File: config.mk
export PLATFORM = sky130hd
export DESIGN_NAME = qs_blend_lane
export DESIGN_NICKNAME = d
export VERILOG_FILES = /design/src/rtl/qs_blend_lane.sv
export SDC_FILE = /design/constraint.sdc
export NUM_CORES = 2
export LEC_CHECK = 0
export BUFFER_PORTS_ARGS = -buffer_cell sky130_fd_sc_hd__buf_2
export CELL_PAD_IN_SITES_DETAIL_PLACEMENT = 1
export CELL_PAD_IN_SITES_GLOBAL_PLACEMENT = 1
export CORE_MARGIN = 4
export CORE_UTILIZATION = 50
export CTS_CLUSTER_SIZE = 16
export DETAILED_ROUTE_END_ITERATION = 12
export MAX_ROUTING_LAYER = met4
export PLACE_DENSITY_LB_ADDON = 0.1
export SLEW_MARGIN = 0
export SYNTH_ARGS = -nofsm -noshare
export SYNTH_HDL_FRONTEND = slang
export SYNTH_SLANG_ARGS = --single-unit
File: constraint.sdc
create_clock -name clk -period 21 [get_ports clk]
set_clock_uncertainty 0.05 [all_clocks]
set_input_delay 4.2 -clock clk [delete_from_list [all_inputs] [get_ports clk]]
set_output_delay 4.2 -clock clk [all_outputs]
set_load 0.02 [all_outputs]
File: src/rtl/qs_blend_lane.sv
// ----------------------------------------------------------------------------
// qs_blend_lane : one output component
// Registers k0*a and k1*b, then rounds, shifts down by 30 and saturates.
// ----------------------------------------------------------------------------
`default_nettype none

module qs_blend_lane (
  input  logic               clk,
  input  logic               en,
  input  logic signed [32:0] k0,
  input  logic signed [32:0] k1,
  input  logic signed [15:0] a,
  input  logic signed [16:0] b,
  output logic signed [15:0] y
);
  localparam logic signed [50:0] HALF = 51'sd536870912;

  logic signed [48:0] p0;
  logic signed [49:0] p1;
  logic signed [50:0] sum;
  logic signed [50:0] shd;

  always_ff @(posedge clk) begin
    if (en) begin
      p0 <= k0 * a;
      p1 <= k1 * b;
    end
  end

  always_comb begin
    sum = 51'(p0) + 51'(p1) + HALF;
    shd = sum >>> 30;
    if (shd > 51'sd32767)       y = 16'sh7fff;
    else if (shd < -51'sd32768) y = -16'sh8000;
    else                        y = shd[15:0];
  end

endmodule

`default_nettype wire

### Yosys cells after proc, flatten, opt, wreduce, memory -nomap -nowiden

Index checks and enable logic that the tools add are counted.

* output and inout bits: 16
* flip-flop bits (word level): 99

* $add $sub $neg: 2
* order comparisons: 2
* multiply operators: 2
* mux-type cells: 2

Operators by type and width (count)
* $add A49 B50 Y51: 1
* $add A51 B31 Y51 const B: 1
* $mul A33 B17 Y50: 1
* $mul A33 B16 Y49: 1
* $mux W16: 2
* $gt A21 B16 Y1 const B: 1
* $lt A21 B16 Y1 const B: 1

### Depth between registers and ports, before layout

* depth after elaboration: 5
* depth in mapped cells: 27
* depth with buffers taken out: 26

### Least setup slack after synthesis

OpenSTA, ideal clock, no wires.

* kind: in2reg
* from: input a[7]
* to: register p0[40], data pin
* arrival time: 10.273 ns
* stages on the path: 25
* library setup time: 0.258 ns
* required time: 20.692 ns
* slack: 10.419 ns
* cell sequence: clkbuf_1 > nand2_1 > fa_1 > inv_1 > fa_1 > inv_1 > fa_1 > inv_1 > fa_1 > fa_1 > inv_1 > fa_1 > inv_1 > ha_1 > a21o_1 > a21o_1 > a221oi_1 > a21oi_1 > a211oi_2 > nor2_1 > o31a_1 > or4_1 > a31o_1 > a21oi_1 > xnor2_1

* longest elaborated chain between the ends: 1

RTL lines
* start: declaration: line 12 `input logic signed [15:0] a,`
* $mul A33 B16 Y49: line 25 `p0 <= k0 * a;`
* end signal: assignment: line 25
* end: declaration: line 18 `logic signed [48:0] p0;`

Every way passes these cells.
A chain may end at the register's enable or synchronous reset.

### Worst setup path in the final report

Ends and elaborated chain as after synthesis.

==> impl_results.md <==
* Crit end category: flip-flop
* Via count at 30.7k
* DRT Wirelength at 110,000 µm
* Starting Density at 0.504
* HP Start: en
* Sequential area share after synthesis at 0.0692
* Resized cells post-CTS at 0
* Fin. max-slew vios at 0
* Die ar. at between 0.09 and 0.1 mm²
* Setup Viol. Count Final at 0
* TNS Setup at 0 ns
* Fraction of layout cells with a size suffix above 1 at 0.0354
* Dpl cell area at between 0.04 and 0.05 mm²
* # rows at between 100 and 150
* Port bufs at 116
* Hold_buf cts at 0
* Setup bufs post-CTS at 0
* Yosys top cell area share at 0.483
* Routed len/inst at 19.2 µm
* Largest net degree at the start of global routing at 85
* Netlist cell types at between 70 and 80
* Area growth, synth to finish at 3.84%
* Fmax at 88.0 MHz
* WP data required at ~21 ns
* Nets at slightly above 6k
* DRC at 0
* Post-synth top area cell: fa_1
* Top-count cell post-synth: inv_1
* DP HPWL at 92,400 µm
* Core Box Area at 0.0853 mm²
* Design area at roughly 0.045 mm²
* Arrival @ worst endpoint at 11.43 ns
* Synth cell count leaders: 1,144 x inv_1, 1,036 x fa_1, 641 x nand2_1, 459 x and2_1, 330 x ha_1
* I/O pins at 117
* Clock root buffer: clkbuf_16
* Bufs on Longest Clock Path at 2
* Max cap viols at 0
* Pre-antenna DRT Iters at 6
* First-pass GRT wire length at 183,000 µm
* Max_slew headroom at 0.172
* Worst-margin pin slew at 1.24 ns
* Total CTS buffers at 9
* CP bufs+invs at 6
* Warnings from Yosys at 0
* Period utilization at 0.541
* CP delay by family, top: adder cells
* Grt ovf at 0
* Slowest CP cell: fa_1
* H-tree depth at 3
* Synth top area cells: fa_1 48%, inv_1 10%, ha_1 9.6%
* Crit-path max FO at 33
* FF+latch count, synth at 99
* DRT iter0 DRCs at 1,276
* Mean Syn Cell Area at 9.25 µm²
* Vias in the first global route at 35.1k
* Setup CP Type: in2reg
* RSZ-0062 raised after global routing: false
* Via density at 5.34
* Status: completed
* FILL cells at about 10k
* Cell Area, Synth at 0.0430 mm²
* Synth Instances at ~4.6k
* # clock sinks at a little under 100
* Synth Net Count at approximately 6k
* CTS tree: yes
* Final GP Congestion at 0.898
* HP Class: in2reg
* Die height at 301 µm
* CP most frequent cell: fa_1
* GRT Overall Usage at 0.263
* Die W at around 300 µm
* Initial antenna violation count at 1
* Hold Vio Cnt, Final at 0
* Top FF cell, synth: edfxtp_1
* Detail Route Antenna Nets at 0
* Tmin final at 11.36 ns
* Post-synth EDFFs at 99
* Critical path launch point: a[7]
* Fraction of registers with async set/reset at 0
* CP max stage delay at 0.57 ns
* N_diodes at 0
* CP Launch Type: input port
* CTS clk-pin slew, worst paths at 0.07 ns
==> stage by stage <==
stage	util	hold slack [ns]	setup slack (ns)	instances
floorplan	-	4.26	10.42	4648
finish	0.523	4.17	9.64	5751
CTS	0.523	4.16	9.55	5751
detailed placement	0.520	4.55	9.18	5736
global route	0.523	4.17	9.16	5751
global placement	0.520	4.54	9.35	5736
==> layout by cell type, fill, tap and decap left out, drive strengths merged, types with 20 or more instances in the layout <==
cell and instances:
xnor2 96, nand3 24, a21oi 138, and2 459
inv 1146, buf 118, nand4 20, fa 1036
nor2 122, nand2 642, a21o 42, o21ai 78
o21bai 29, nand2b 21, ha 330, edfxtp 99
xor2 30
==> layout make-up <==
cell class	instances	area, µm²	share of cell area
flip-flops and latches	99	2970	0.0666
inverters	1145	4300	0.0963
multi-input cells	3230	35000	0.785
well taps	1144	1430	0.0321
clock inverters	6	52.6	0.00118
clock buffers	9	225	0.00505
repair buffers	118	598	0.0134
==> registers in the layout, summed over array words and instances (netlist names) <==
| name | flops |
|---|---|
| p1 | 50 |
| p0 | 49 |
==> cells by family (layout without fill, tap and decap cells) <==
logic type,Yosys count,after routing,share of synthesized area
XOR/XNOR,126,126,0.0257
buffers and inverters,1319,1278,0.115
AND/OR/NAND/NOR,1344,1344,0.151
adder cells (fa/ha/maj),1366,1366,0.579
flip-flops,99,99,0.0692
AO/OA/AOI/OAI,394,394,0.0604
==> final timing paths <==
check	endpoint	slack, ns	depth (start not counted)
worst max-delay path	p0[40]	9.64	25
worst min-delay path	p1[47]	4.17	1
==> layer usage <==
metal,track usage,part of all wire
met5,-,0
met4,0.0590,0.025
met3,0.0197,0.026
met2,0.481,0.55
met1,0.319,0.40
Power is not shown: default switching activity piles up to over one toggle a cycle in this logic, so the estimate is an artifact.
